<file path="config.mk">
export PLATFORM = sky130hd
export DESIGN_NAME = ppm_frame_decoder_flat
export DESIGN_NICKNAME = d
export VERILOG_FILES = /design/src/hw/rtl/ppm_pkg.sv /design/src/hw/rtl/ppm_if.sv /design/src/hw/rtl/ppm_cfg_regs.sv /design/src/hw/rtl/ppm_core.sv /design/src/hw/rtl/ppm_out_buf.sv /design/src/hw/rtl/ppm_frame_decoder.sv /design/src/flat_wrapper.sv
export SDC_FILE = /design/constraint.sdc
export NUM_CORES = 2
export LEC_CHECK = 0
export BUFFER_PORTS_ARGS = -buffer_cell sky130_fd_sc_hd__buf_2
export CORE_MARGIN = 4
export CORE_UTILIZATION = 45
export DETAILED_ROUTE_END_ITERATION = 8
export HOLD_SLACK_MARGIN = 0.06
export PLACE_DENSITY = 0.7
export SKIP_LAST_GASP = 1
export SYNTH_ARGS = -nofsm -noshare
export SYNTH_HDL_FRONTEND = slang
export SYNTH_SLANG_ARGS = --single-unit
</file>
<file path="constraint.sdc">
create_clock -name i_clk -period 8 [get_ports i_clk]
set_input_delay 1.6 -clock i_clk [delete_from_list [all_inputs] [get_ports i_clk]]
set_output_delay 1.6 -clock i_clk [all_outputs]
set_load 0.02 [all_outputs]
</file>
<file path="src/hw/rtl/ppm_pkg.sv">
// Package for the PPM frame decoder: constants, operation, status and register codes,
// and the structs passed between the decoder modules. No dependencies.
package ppm_pkg;

    localparam int CHANNELS  = 8;
    localparam int CH_IDX_W  = (CHANNELS > 1) ? $clog2(CHANNELS) : 1;
    localparam int CFG_IDX_W = 8;

    localparam logic [15:0] SYNC_MIN_RST    = 16'd7000;
    localparam logic [15:0] SYNC_MAX_RST    = 16'd16000;
    localparam logic [15:0] CHAN_MIN_RST    = 16'd750;
    localparam logic [15:0] CHAN_MAX_RST    = 16'd2400;
    localparam logic [15:0] NOISE_DELTA_RST = 16'd300;
    localparam logic [15:0] FRAME_TO_RST    = 16'd32;
    localparam logic [15:0] VALID_TO_RST    = 16'd64;
    localparam logic [7:0]  MIN_FRAMES_RST  = 8'd4;

    localparam logic [6:0]  PULSE_IDX_MAX = 7'd127;
    localparam logic [31:0] TIMER_MAX     = 32'hFFFF_FFFF;

    typedef enum logic [1:0] {
        OP_EDGE = 2'd0,
        OP_TICK = 2'd1,
        OP_POLL = 2'd2,
        OP_READ = 2'd3
    } t_op;

    typedef enum logic [1:0] {
        ST_OK      = 2'd0,
        ST_NO_CHAN = 2'd1,
        ST_STALE   = 2'd2
    } t_status;

    typedef enum logic [CFG_IDX_W-1:0] {
        REG_SYNC_MIN    = 8'd0,
        REG_SYNC_MAX    = 8'd1,
        REG_CHAN_MIN    = 8'd2,
        REG_CHAN_MAX    = 8'd3,
        REG_NOISE_DELTA = 8'd4,
        REG_FRAME_TO    = 8'd5,
        REG_VALID_TO    = 8'd6,
        REG_MIN_FRAMES  = 8'd7
    } t_reg_idx;

    typedef struct packed {
        logic [15:0] sync_min_us;
        logic [15:0] sync_max_us;
        logic [15:0] chan_min_us;
        logic [15:0] chan_max_us;
        logic [15:0] noise_delta_us;
        logic [15:0] frame_timeout_ms;
        logic [15:0] valid_timeout_ms;
        logic [7:0]  min_frames;
    } t_cfg;

    typedef struct packed {
        t_op         op;
        logic [15:0] capture_time;
        logic [7:0]  channel;
    } t_item;

    typedef struct packed {
        t_status     status;
        logic [15:0] channel_width;
        logic [31:0] frame_number;
        logic [6:0]  channels_found;
        logic [7:0]  noise_count;
        logic [15:0] last_sync_width;
    } t_result;

endpackage

</file>
<file path="src/hw/rtl/ppm_if.sv">
// Channel interfaces of the PPM frame decoder: input items, results, register writes.
// Depends on ppm_pkg for the register index width.
interface ppm_in_if;
    logic        valid;
    logic        ready;
    logic [1:0]  operation;
    logic [15:0] capture_time;
    logic [7:0]  channel;

    modport source (output valid, operation, capture_time, channel, input ready);
    modport sink   (input valid, operation, capture_time, channel, output ready);
endinterface

interface ppm_out_if;
    logic        valid;
    logic        ready;
    logic [1:0]  status;
    logic [15:0] channel_width;
    logic [31:0] frame_number;
    logic [6:0]  channels_found;
    logic [7:0]  noise_count;
    logic [15:0] last_sync_width;

    modport source (output valid, status, channel_width, frame_number, channels_found,
                    noise_count, last_sync_width, input ready);
    modport sink   (input valid, status, channel_width, frame_number, channels_found,
                    noise_count, last_sync_width, output ready);
endinterface

interface ppm_cfg_if;
    logic                          valid;
    logic                          ready;
    logic [ppm_pkg::CFG_IDX_W-1:0] index;
    logic [15:0]                   data;

    modport source (output valid, index, data, input ready);
    modport sink   (input valid, index, data, output ready);
endinterface

</file>
<file path="src/hw/rtl/ppm_cfg_regs.sv">
// Configuration register file of the PPM frame decoder.
// Depends on ppm_pkg for t_cfg, register codes and reset values.
module ppm_cfg_regs (
    input  logic                          i_clk,
    input  logic                          i_rst_n,
    input  logic                          i_wr_en,
    input  logic [ppm_pkg::CFG_IDX_W-1:0] i_index,
    input  logic [15:0]                   i_data,
    output ppm_pkg::t_cfg                 o_cfg
);
    import ppm_pkg::*;

    t_cfg r_cfg;

    always_ff @(posedge i_clk) begin
        if (!i_rst_n) begin
            r_cfg.sync_min_us      <= SYNC_MIN_RST;
            r_cfg.sync_max_us      <= SYNC_MAX_RST;
            r_cfg.chan_min_us      <= CHAN_MIN_RST;
            r_cfg.chan_max_us      <= CHAN_MAX_RST;
            r_cfg.noise_delta_us   <= NOISE_DELTA_RST;
            r_cfg.frame_timeout_ms <= FRAME_TO_RST;
            r_cfg.valid_timeout_ms <= VALID_TO_RST;
            r_cfg.min_frames       <= MIN_FRAMES_RST;
        end else if (i_wr_en) begin
            unique case (i_index)
                REG_SYNC_MIN:    r_cfg.sync_min_us      <= i_data;
                REG_SYNC_MAX:    r_cfg.sync_max_us      <= i_data;
                REG_CHAN_MIN:    r_cfg.chan_min_us      <= i_data;
                REG_CHAN_MAX:    r_cfg.chan_max_us      <= i_data;
                REG_NOISE_DELTA: r_cfg.noise_delta_us   <= i_data;
                REG_FRAME_TO:    r_cfg.frame_timeout_ms <= i_data;
                REG_VALID_TO:    r_cfg.valid_timeout_ms <= i_data;
                REG_MIN_FRAMES:  r_cfg.min_frames       <= i_data[7:0];
                default: begin
                end
            endcase
        end
    end

    assign o_cfg = r_cfg;

endmodule

</file>
<file path="src/hw/rtl/ppm_core.sv">
// Decoder state and single-pass update logic for one transaction of the PPM frame decoder.
// Depends on ppm_pkg for t_cfg, t_item, t_result and the code enums.
module ppm_core (
    input  logic             i_clk,
    input  logic             i_rst_n,
    input  logic             i_fire,
    input  ppm_pkg::t_item   i_item,
    input  ppm_pkg::t_cfg    i_cfg,
    output ppm_pkg::t_result o_result
);
    import ppm_pkg::*;

    logic [15:0] r_prev_cap;
    logic [15:0] r_sync_width;
    logic        r_active;
    logic [6:0]  r_pulse_idx;
    logic [6:0]  r_detected;
    logic [7:0]  r_noisy;
    logic [31:0] r_frame_cnt;
    logic [31:0] r_reported;
    logic [31:0] r_valid_tmr;
    logic [31:0] r_gap_tmr;
    logic [15:0] r_pending   [CHANNELS];
    logic [15:0] r_published [CHANNELS];

    logic [15:0] n_prev_cap;
    logic [15:0] n_sync_width;
    logic        n_active;
    logic [6:0]  n_pulse_idx;
    logic [6:0]  n_detected;
    logic [7:0]  n_noisy;
    logic [31:0] n_frame_cnt;
    logic [31:0] n_reported;
    logic [31:0] n_valid_tmr;
    logic [31:0] n_gap_tmr;
    logic [15:0] n_pending   [CHANNELS];
    logic [15:0] n_published [CHANNELS];
    t_result     n_result;

    always_comb begin
        logic [15:0] w;
        logic [15:0] old_w;
        logic [15:0] delta;
        n_prev_cap   = r_prev_cap;
        n_sync_width = r_sync_width;
        n_active     = r_active;
        n_pulse_idx  = r_pulse_idx;
        n_detected   = r_detected;
        n_noisy      = r_noisy;
        n_frame_cnt  = r_frame_cnt;
        n_reported   = r_reported;
        n_valid_tmr  = r_valid_tmr;
        n_gap_tmr    = r_gap_tmr;
        n_pending    = r_pending;
        n_published  = r_published;
        n_result     = '0;
        w     = i_item.capture_time - r_prev_cap;
        old_w = r_pending[r_pulse_idx[CH_IDX_W-1:0]];
        delta = (w >= old_w) ? (w - old_w) : (old_w - w);

        unique case (i_item.op)
            OP_EDGE: begin
                n_prev_cap = i_item.capture_time;
                if (w >= i_cfg.sync_min_us) begin
                    if (w <= i_cfg.sync_max_us) begin
                        if (r_active && (r_pulse_idx != 7'd0)) begin
                            if ((r_detected != 7'd0) && (r_pulse_idx == r_detected)) begin
                                n_published = r_pending;
                            end
                            n_detected  = r_pulse_idx;
                            n_valid_tmr = '0;
                            n_frame_cnt = r_frame_cnt + 32'd1;
                        end
                        n_noisy     = '0;
                        n_active    = 1'b1;
                        n_pulse_idx = '0;
                        n_gap_tmr   = '0;
                    end
                    n_sync_width = w;
                end else if ((r_sync_width != 16'd0) && r_active) begin
                    if ((w >= i_cfg.chan_min_us) && (w <= i_cfg.chan_max_us)) begin
                        if (r_pulse_idx < 7'(CHANNELS)) begin
                            if (delta >= i_cfg.noise_delta_us) begin
                                n_noisy = r_noisy + 8'd1;
                            end
                            n_pending[r_pulse_idx[CH_IDX_W-1:0]] = w;
                        end
                        if (r_pulse_idx != PULSE_IDX_MAX) begin
                            n_pulse_idx = r_pulse_idx + 7'd1;
                        end
                        n_gap_tmr = '0;
                    end else begin
                        n_frame_cnt = '0;
                        n_active    = 1'b0;
                    end
                end
            end
            OP_TICK: begin
                if (r_valid_tmr != TIMER_MAX) begin
                    n_valid_tmr = r_valid_tmr + 32'd1;
                end
                if (r_gap_tmr != TIMER_MAX) begin
                    n_gap_tmr = r_gap_tmr + 32'd1;
                end
                if ((n_gap_tmr > {16'd0, i_cfg.frame_timeout_ms}) && (r_sync_width != 16'd0)) begin
                    n_sync_width = '0;
                    n_detected   = '0;
                    n_active     = 1'b0;
                    n_noisy      = '0;
                    n_frame_cnt  = '0;
                end
            end
            OP_POLL: begin
                if ((r_frame_cnt >= {24'd0, i_cfg.min_frames}) && (r_frame_cnt != r_reported)) begin
                    n_reported            = r_frame_cnt;
                    n_result.frame_number = r_frame_cnt;
                end
            end
            OP_READ: begin
                priority if ((i_item.channel >= 8'(CHANNELS))
                             || (i_item.channel >= {1'b0, r_detected})) begin
                    n_result.status = ST_NO_CHAN;
                end else if (r_valid_tmr > {16'd0, i_cfg.valid_timeout_ms}) begin
                    n_result.status = ST_STALE;
                end else begin
                    n_result.channel_width = r_published[i_item.channel[CH_IDX_W-1:0]];
                end
            end
            default: begin
            end
        endcase

        n_result.channels_found  = n_detected;
        n_result.noise_count     = n_noisy;
        n_result.last_sync_width = n_sync_width;
    end

    always_ff @(posedge i_clk) begin
        if (!i_rst_n) begin
            r_prev_cap   <= '0;
            r_sync_width <= '0;
            r_active     <= 1'b0;
            r_pulse_idx  <= '0;
            r_detected   <= '0;
            r_noisy      <= '0;
            r_frame_cnt  <= '0;
            r_reported   <= '0;
            r_valid_tmr  <= '0;
            r_gap_tmr    <= '0;
            for (int i = 0; i < CHANNELS; i++) begin
                r_pending[i]   <= '0;
                r_published[i] <= '0;
            end
        end else if (i_fire) begin
            r_prev_cap   <= n_prev_cap;
            r_sync_width <= n_sync_width;
            r_active     <= n_active;
            r_pulse_idx  <= n_pulse_idx;
            r_detected   <= n_detected;
            r_noisy      <= n_noisy;
            r_frame_cnt  <= n_frame_cnt;
            r_reported   <= n_reported;
            r_valid_tmr  <= n_valid_tmr;
            r_gap_tmr    <= n_gap_tmr;
            r_pending    <= n_pending;
            r_published  <= n_published;
        end
    end

    assign o_result = n_result;

endmodule

</file>
<file path="src/hw/rtl/ppm_out_buf.sv">
// Two-entry result buffer of the PPM frame decoder; parts the core from the receiver.
// Depends on ppm_pkg for t_result.
module ppm_out_buf (
    input  logic             i_clk,
    input  logic             i_rst_n,
    input  logic             i_wr_en,
    input  ppm_pkg::t_result i_wr_data,
    output logic             o_wr_ready,
    output logic             o_valid,
    input  logic             i_rd_ready,
    output ppm_pkg::t_result o_data
);
    import ppm_pkg::*;

    t_result    r_mem [2];
    logic       r_wr_ptr;
    logic       r_rd_ptr;
    logic [1:0] r_count;

    logic       n_rd_en;

    assign o_wr_ready = (r_count != 2'd2);
    assign o_valid    = (r_count != 2'd0);
    assign o_data     = r_mem[r_rd_ptr];
    assign n_rd_en    = o_valid && i_rd_ready;

    always_ff @(posedge i_clk) begin
        if (i_wr_en) begin
            r_mem[r_wr_ptr] <= i_wr_data;
        end
    end

    always_ff @(posedge i_clk) begin
        if (!i_rst_n) begin
            r_wr_ptr <= 1'b0;
            r_rd_ptr <= 1'b0;
            r_count  <= '0;
        end else begin
            if (i_wr_en) begin
                r_wr_ptr <= ~r_wr_ptr;
            end
            if (n_rd_en) begin
                r_rd_ptr <= ~r_rd_ptr;
            end
            unique case ({i_wr_en, n_rd_en})
                2'b10:   r_count <= r_count + 2'd1;
                2'b01:   r_count <= r_count - 2'd1;
                default: r_count <= r_count;
            endcase
        end
    end

endmodule

</file>
<file path="src/hw/rtl/ppm_frame_decoder.sv">
// Top level of the PPM frame decoder: input register, decoder core, result buffer.
// Depends on ppm_pkg, ppm_if, ppm_cfg_regs, ppm_core and ppm_out_buf.
//
// Usage:
//   i_in carries one transaction per item: a capture edge with its 16-bit microsecond
//   timestamp, a millisecond tick, a new-frame poll, or a channel read.
//   o_out returns exactly one result per item, in order, with status, channel width,
//   frame number and the decoder's channel count, noise count and last sync width.
//   i_cfg writes the eight setup registers by index; ready is always high. Write it only
//   while no item is in flight.
// Path: an accepted item is held in the input register, then the single-pass update
//   writes its result into the result buffer, where it stays valid until taken; while
//   the buffer is full the item waits in the input register.
// Throughput: one item per cycle unless the result buffer is full; state updates in the
//   same cycle an item leaves the input register, so each sees the prior item's state.
// Reset: synchronous, active low; clears decoder state, both width tables, the
//   registers to their defaults, and empties the pipeline.
// Stall: the two-entry result buffer holds results while o_out.ready is low; once it
//   is full an item in the input register holds there and i_in.ready drops.
module ppm_frame_decoder (
    input  logic      i_clk,
    input  logic      i_rst_n,
    ppm_in_if.sink    i_in,
    ppm_out_if.source o_out,
    ppm_cfg_if.sink   i_cfg
);
    import ppm_pkg::*;

    logic    r_in_valid;
    t_item   r_item;
    t_cfg    n_cfg;
    t_result n_core_result;
    t_result n_buf_data;
    logic    n_buf_ready;
    logic    n_fire;

    assign n_fire     = r_in_valid && n_buf_ready;
    assign i_in.ready = !r_in_valid || n_fire;
    assign i_cfg.ready = 1'b1;

    always_ff @(posedge i_clk) begin
        if (!i_rst_n) begin
            r_in_valid <= 1'b0;
        end else if (i_in.ready) begin
            r_in_valid <= i_in.valid;
        end
    end

    always_ff @(posedge i_clk) begin
        if (i_in.ready && i_in.valid) begin
            r_item.op           <= t_op'(i_in.operation);
            r_item.capture_time <= i_in.capture_time;
            r_item.channel      <= i_in.channel;
        end
    end

    ppm_cfg_regs u_cfg_regs (
        .i_clk   (i_clk),
        .i_rst_n (i_rst_n),
        .i_wr_en (i_cfg.valid && i_cfg.ready),
        .i_index (i_cfg.index),
        .i_data  (i_cfg.data),
        .o_cfg   (n_cfg)
    );

    ppm_core u_core (
        .i_clk    (i_clk),
        .i_rst_n  (i_rst_n),
        .i_fire   (n_fire),
        .i_item   (r_item),
        .i_cfg    (n_cfg),
        .o_result (n_core_result)
    );

    ppm_out_buf u_out_buf (
        .i_clk      (i_clk),
        .i_rst_n    (i_rst_n),
        .i_wr_en    (n_fire),
        .i_wr_data  (n_core_result),
        .o_wr_ready (n_buf_ready),
        .o_valid    (o_out.valid),
        .i_rd_ready (o_out.ready),
        .o_data     (n_buf_data)
    );

    assign o_out.status          = n_buf_data.status;
    assign o_out.channel_width   = n_buf_data.channel_width;
    assign o_out.frame_number    = n_buf_data.frame_number;
    assign o_out.channels_found  = n_buf_data.channels_found;
    assign o_out.noise_count     = n_buf_data.noise_count;
    assign o_out.last_sync_width = n_buf_data.last_sync_width;

endmodule

</file>
<file path="src/flat_wrapper.sv">
// flat-port wrapper written by rule: the top's interface ports become plain ports
module ppm_frame_decoder_flat import ppm_pkg::*;
  (i_clk, i_rst_n, i_in_valid, i_in_operation, i_in_capture_time, i_in_channel, i_in_ready, o_out_valid, o_out_status, o_out_channel_width, o_out_frame_number, o_out_channels_found, o_out_noise_count, o_out_last_sync_width, o_out_ready, i_cfg_valid, i_cfg_index, i_cfg_data, i_cfg_ready);
  ppm_in_if i_in_i ();
  ppm_out_if o_out_i ();
  ppm_cfg_if i_cfg_i ();
  input  logic i_clk;
  input  logic i_rst_n;
  input wire logic [$bits(i_in_i.valid)-1:0] i_in_valid;
  input wire logic [$bits(i_in_i.operation)-1:0] i_in_operation;
  input wire logic [$bits(i_in_i.capture_time)-1:0] i_in_capture_time;
  input wire logic [$bits(i_in_i.channel)-1:0] i_in_channel;
  output wire logic [$bits(i_in_i.ready)-1:0] i_in_ready;
  output wire logic [$bits(o_out_i.valid)-1:0] o_out_valid;
  output wire logic [$bits(o_out_i.status)-1:0] o_out_status;
  output wire logic [$bits(o_out_i.channel_width)-1:0] o_out_channel_width;
  output wire logic [$bits(o_out_i.frame_number)-1:0] o_out_frame_number;
  output wire logic [$bits(o_out_i.channels_found)-1:0] o_out_channels_found;
  output wire logic [$bits(o_out_i.noise_count)-1:0] o_out_noise_count;
  output wire logic [$bits(o_out_i.last_sync_width)-1:0] o_out_last_sync_width;
  input wire logic [$bits(o_out_i.ready)-1:0] o_out_ready;
  input wire logic [$bits(i_cfg_i.valid)-1:0] i_cfg_valid;
  input wire logic [$bits(i_cfg_i.index)-1:0] i_cfg_index;
  input wire logic [$bits(i_cfg_i.data)-1:0] i_cfg_data;
  output wire logic [$bits(i_cfg_i.ready)-1:0] i_cfg_ready;
  assign i_in_i.valid = i_in_valid;
  assign i_in_i.operation = i_in_operation;
  assign i_in_i.capture_time = i_in_capture_time;
  assign i_in_i.channel = i_in_channel;
  assign i_in_ready = i_in_i.ready;
  assign o_out_valid = o_out_i.valid;
  assign o_out_status = o_out_i.status;
  assign o_out_channel_width = o_out_i.channel_width;
  assign o_out_frame_number = o_out_i.frame_number;
  assign o_out_channels_found = o_out_i.channels_found;
  assign o_out_noise_count = o_out_i.noise_count;
  assign o_out_last_sync_width = o_out_i.last_sync_width;
  assign o_out_i.ready = o_out_ready;
  assign i_cfg_i.valid = i_cfg_valid;
  assign i_cfg_i.index = i_cfg_index;
  assign i_cfg_i.data = i_cfg_data;
  assign i_cfg_ready = i_cfg_i.ready;
  ppm_frame_decoder u_core (.i_clk(i_clk), .i_rst_n(i_rst_n), .i_in(i_in_i), .o_out(o_out_i), .i_cfg(i_cfg_i));
endmodule
</file>
==> impl_metrics.toml <==
[status]
status = "complete, no violations"

[power]
total_power_mw = 9.380
p_sw_frac = 0.2786
leakagePower_nw = 17.15
p_comb_frac = 0.165
p_clk_frac = 0.403
power_switching_mw = 2.613
pwr_density_cell_mw_per_mm2 = 227.6
ir_drop_mv = 0.1571
seqPwrFrac = 0.431
p_int_mw = 6.767

[critical_path]
endpoint_kind = "flop"
path_max_fanout = 22
cpPeakStageDelay_ps = 480
critPathRequiredTime_ps = 8560
critPathSlowestCell = "xnor2_1"
worst-setup-path-type = "flop to flop"
critPathArrivalTime_ps = 7770
critical_path.startpoint_type = "flop"

[cts]
numClockSinks = 753
post_cts_buffers = 0
clk_path_buf_depth = 3
cts_root_buf = "clkbuf_16"
cts_made_buffers = 79
clkTransAtPathRegs_ps = 60
clk-insertion-delay-late_ps = 640
htreeDepth = 3
cts_tree = "yes"

[sta]
rsz0062_at_grt = "no"
final_max_slew_viol_count = 0
fmax_mhz = 138.6
setup_tns_ps = 0
setup_viol = 0
min_period_ps = 7215
skew_ps = 41.88
slew_headroom = 0.2453
tightest_slew_ps = 1125
layout_setup_ws_ps = 785.0
hold_violations = 0
period_share = 0.9019

[routing]
wl_per_cell_um = 20.11
routed_wl_mm = 100.9
ant_nets = 0
drc = 0
avgViaCountPerCell = 5.758
drtPass1Iterations = 5
first_iter_violations = 2410
num_vias = 28880

[synth]
ys_ff_latch = 753
synth-seq-area-share = 0.4605
synthCells = 3851
synth_area_per_cell_um2 = 9.562
synth_warnings = 0
synth_edf_count = 188
synth_area_mm2 = 0.03682
async_flop_share = 0
syn-num-nets = 4084
synth.distinct_cells = 87
synthFlopType = "dfxtp_1"

[finish]
final_cells = 5016
drive_gt1_frac = 0.1259
nFillCells = 7230
final_util = 0.5100
area_growth_pct = 11.93
fin_nets = 4123

[die]
die_x_um = 294.1
num_rows = 104
design.core.area_mm2 = 0.08081
dieArea_mm2 = 0.08647
die_h_um = 294.1
initial_core_util = 0.4557
io_pins = 139

[global_route]
grt_pass1_wl_mm = 155.5
antenna_found_initial = 2
grt_start_max_net_pins = 186
grtUsageTotal = 0.2261
grt_pass1_vias = 27233
overflow = 0

[placement]
portBuffers = 137
dp_slack_ps = 684.2
gp_congestion = 0.9162
dp_cells = 4869
dp_hpwl_mm = 69.12

[hold_path]
holdCritPathClass = "flop to flop"

[job]
maxCapViolCount = 0
## critical path: cells and delay by family (launching register included)
kind / cells / cell delay (ps)
AO/OA/AOI/OAI: 11 / 2750
adder cells (fa/ha/maj): 4 / 1330
XOR/XNOR: 2 / 610
buffers and inverters: 4 / 670
AND/OR/NAND/NOR: 6 / 1390
flip-flops: 1 / 390
## cell type report
type                            count  area (um2)  area share
Clock buffer                      110        2240     0.05434
Multi-Input combinational cell   2663       18270      0.4432
Timing Repair Buffer              203        1250     0.03033
Inverter                          190       720.7     0.01749
Clock inverter                     35       446.7     0.01084
Antenna cell                        2       5.005   0.0001214
Tap cell                         1060        1326     0.03218
Sequential cell                   753       16960      0.4116
## worst paths after layout
| check | startpoint | to | slack (ps) | depth (start not counted) |
|---|---|---|---|---|
| hold / removal | u_core.u_core.r_prev_cap[3] | u_core.u_core.r_prev_cap[3] | 450 | 2 |
| setup reg to reg | u_core.r_item[8] | u_core.u_core.r_noisy[6] | 780 | 27 |
| hold reg to reg | u_core.u_core.r_prev_cap[3] | u_core.u_core.r_prev_cap[3] | 450 | 2 |
| setup / recovery | u_core.r_item[8] | u_core.u_core.r_noisy[6] | 780 | 27 |
## power groups by stage
stage	registers, mW	clock network [mW]	logic (mW)
floorplan	4.10	0	1.02
global placement	4.12	0	1.52
detailed placement	4.13	0	1.53
CTS	4.05	3.84	1.54
global route	4.05	4.01	1.67
finish	4.05	3.78	1.55
## cells in the mapped netlist, types with 7 or more instances
cell,number,area (um2)
buf_2,24,120.1
inv_1,188,705.7
a32o_1,8,80.08
or3_1,23,143.9
o311ai_0,7,61.31
nand2_1,330,1239
o21ai_0,240,1201
mux4_2,44,991.0
clkbuf_1,174,653.1
and3_1,45,281.5
and2_1,63,394.1
ha_1,175,2190
xor2_1,84,735.7
buf_4,7,52.55
o21a_1,12,90.09
a21o_1,41,307.8
o21ai_1,29,145.1
mux2i_1,238,2382
xnor2_1,40,350.3
nand3b_1,11,82.58
nand3_1,194,970.9
and4_1,21,183.9
edfxtp_1,188,5645
dfxtp_1,565,11310
nor4_1,31,193.9
a21oi_1,189,945.9
o31ai_1,19,142.6
o211ai_1,36,270.3
nand4_1,53,331.6
mux2_2,87,979.7
a22o_1,33,289.0
nor2_1,372,1396
buf_1,38,142.6
or4_1,9,67.56
nor3_1,35,175.2
a211oi_1,14,105.1
nand2b_1,20,125.1
a22oi_1,14,105.1
nor2b_1,17,106.4
a31oi_1,32,200.2
## per-stage QoR
stage,instance area (um2),hold WS [ps]
3_5_place_dp,38510,446.3
4_1_cts,41200,453.7
2_1_floorplan,36820,436.3
5_1_grt,41210,466.1
6_report,41220,454.3
3_3_place_gp,38510,442.1
## state kept, by name, indices dropped and copies added (netlist names), 16 cells and up, named ones only
register                    flops
u_core.r_item                  26
u_core.u_cfg_regs.o_cfg       120
u_core.u_core.r_frame_cnt      32
u_core.u_core.r_gap_tmr        32
u_core.u_core.r_pending       128
u_core.u_core.r_prev_cap       16
u_core.u_core.r_published     128
u_core.u_core.r_reported       32
u_core.u_core.r_sync_width     16
u_core.u_core.r_valid_tmr      32
u_core.u_out_buf.r_mem        162
## what timing repair did
action | in CTS | in global routing
hold buffers | 0 | 0
resized for setup | 0 | 2
setup endpoints to repair | 0 | 5
## placed cells by master, fill, tap and decap left out, types with 136 or more instances in the layout
cell	count
nand3_1	193
mux2i_1	238
edfxtp_1	188
o21ai_0	238
buf_2	136
inv_1	187
ha_1	175
nor2_1	370
a21oi_1	189
nand2_1	329
dfxtp_1	562
## per-layer routing
metal / global-route usage / routed length (um)
met1: 0.3144 / 45270
met2: 0.3662 / 45950
met3: 0.03494 / 6905
met4: 0.06640 / 2741
met5: 0 / 0
## cell families after synthesis
family,after synthesis,share of synthesized area
flip-flops,753,0.4605
buffers and inverters,435,0.04594
XOR/XNOR,124,0.02949
AND/OR/NAND/NOR,1248,0.1599
AO/OA/AOI/OAI,743,0.1248
adder cells (fa/ha/maj),178,0.06109
other,1,0.0001018
multiplexers,369,0.1182
Note: power is estimated with default switching activity, not from simulation.
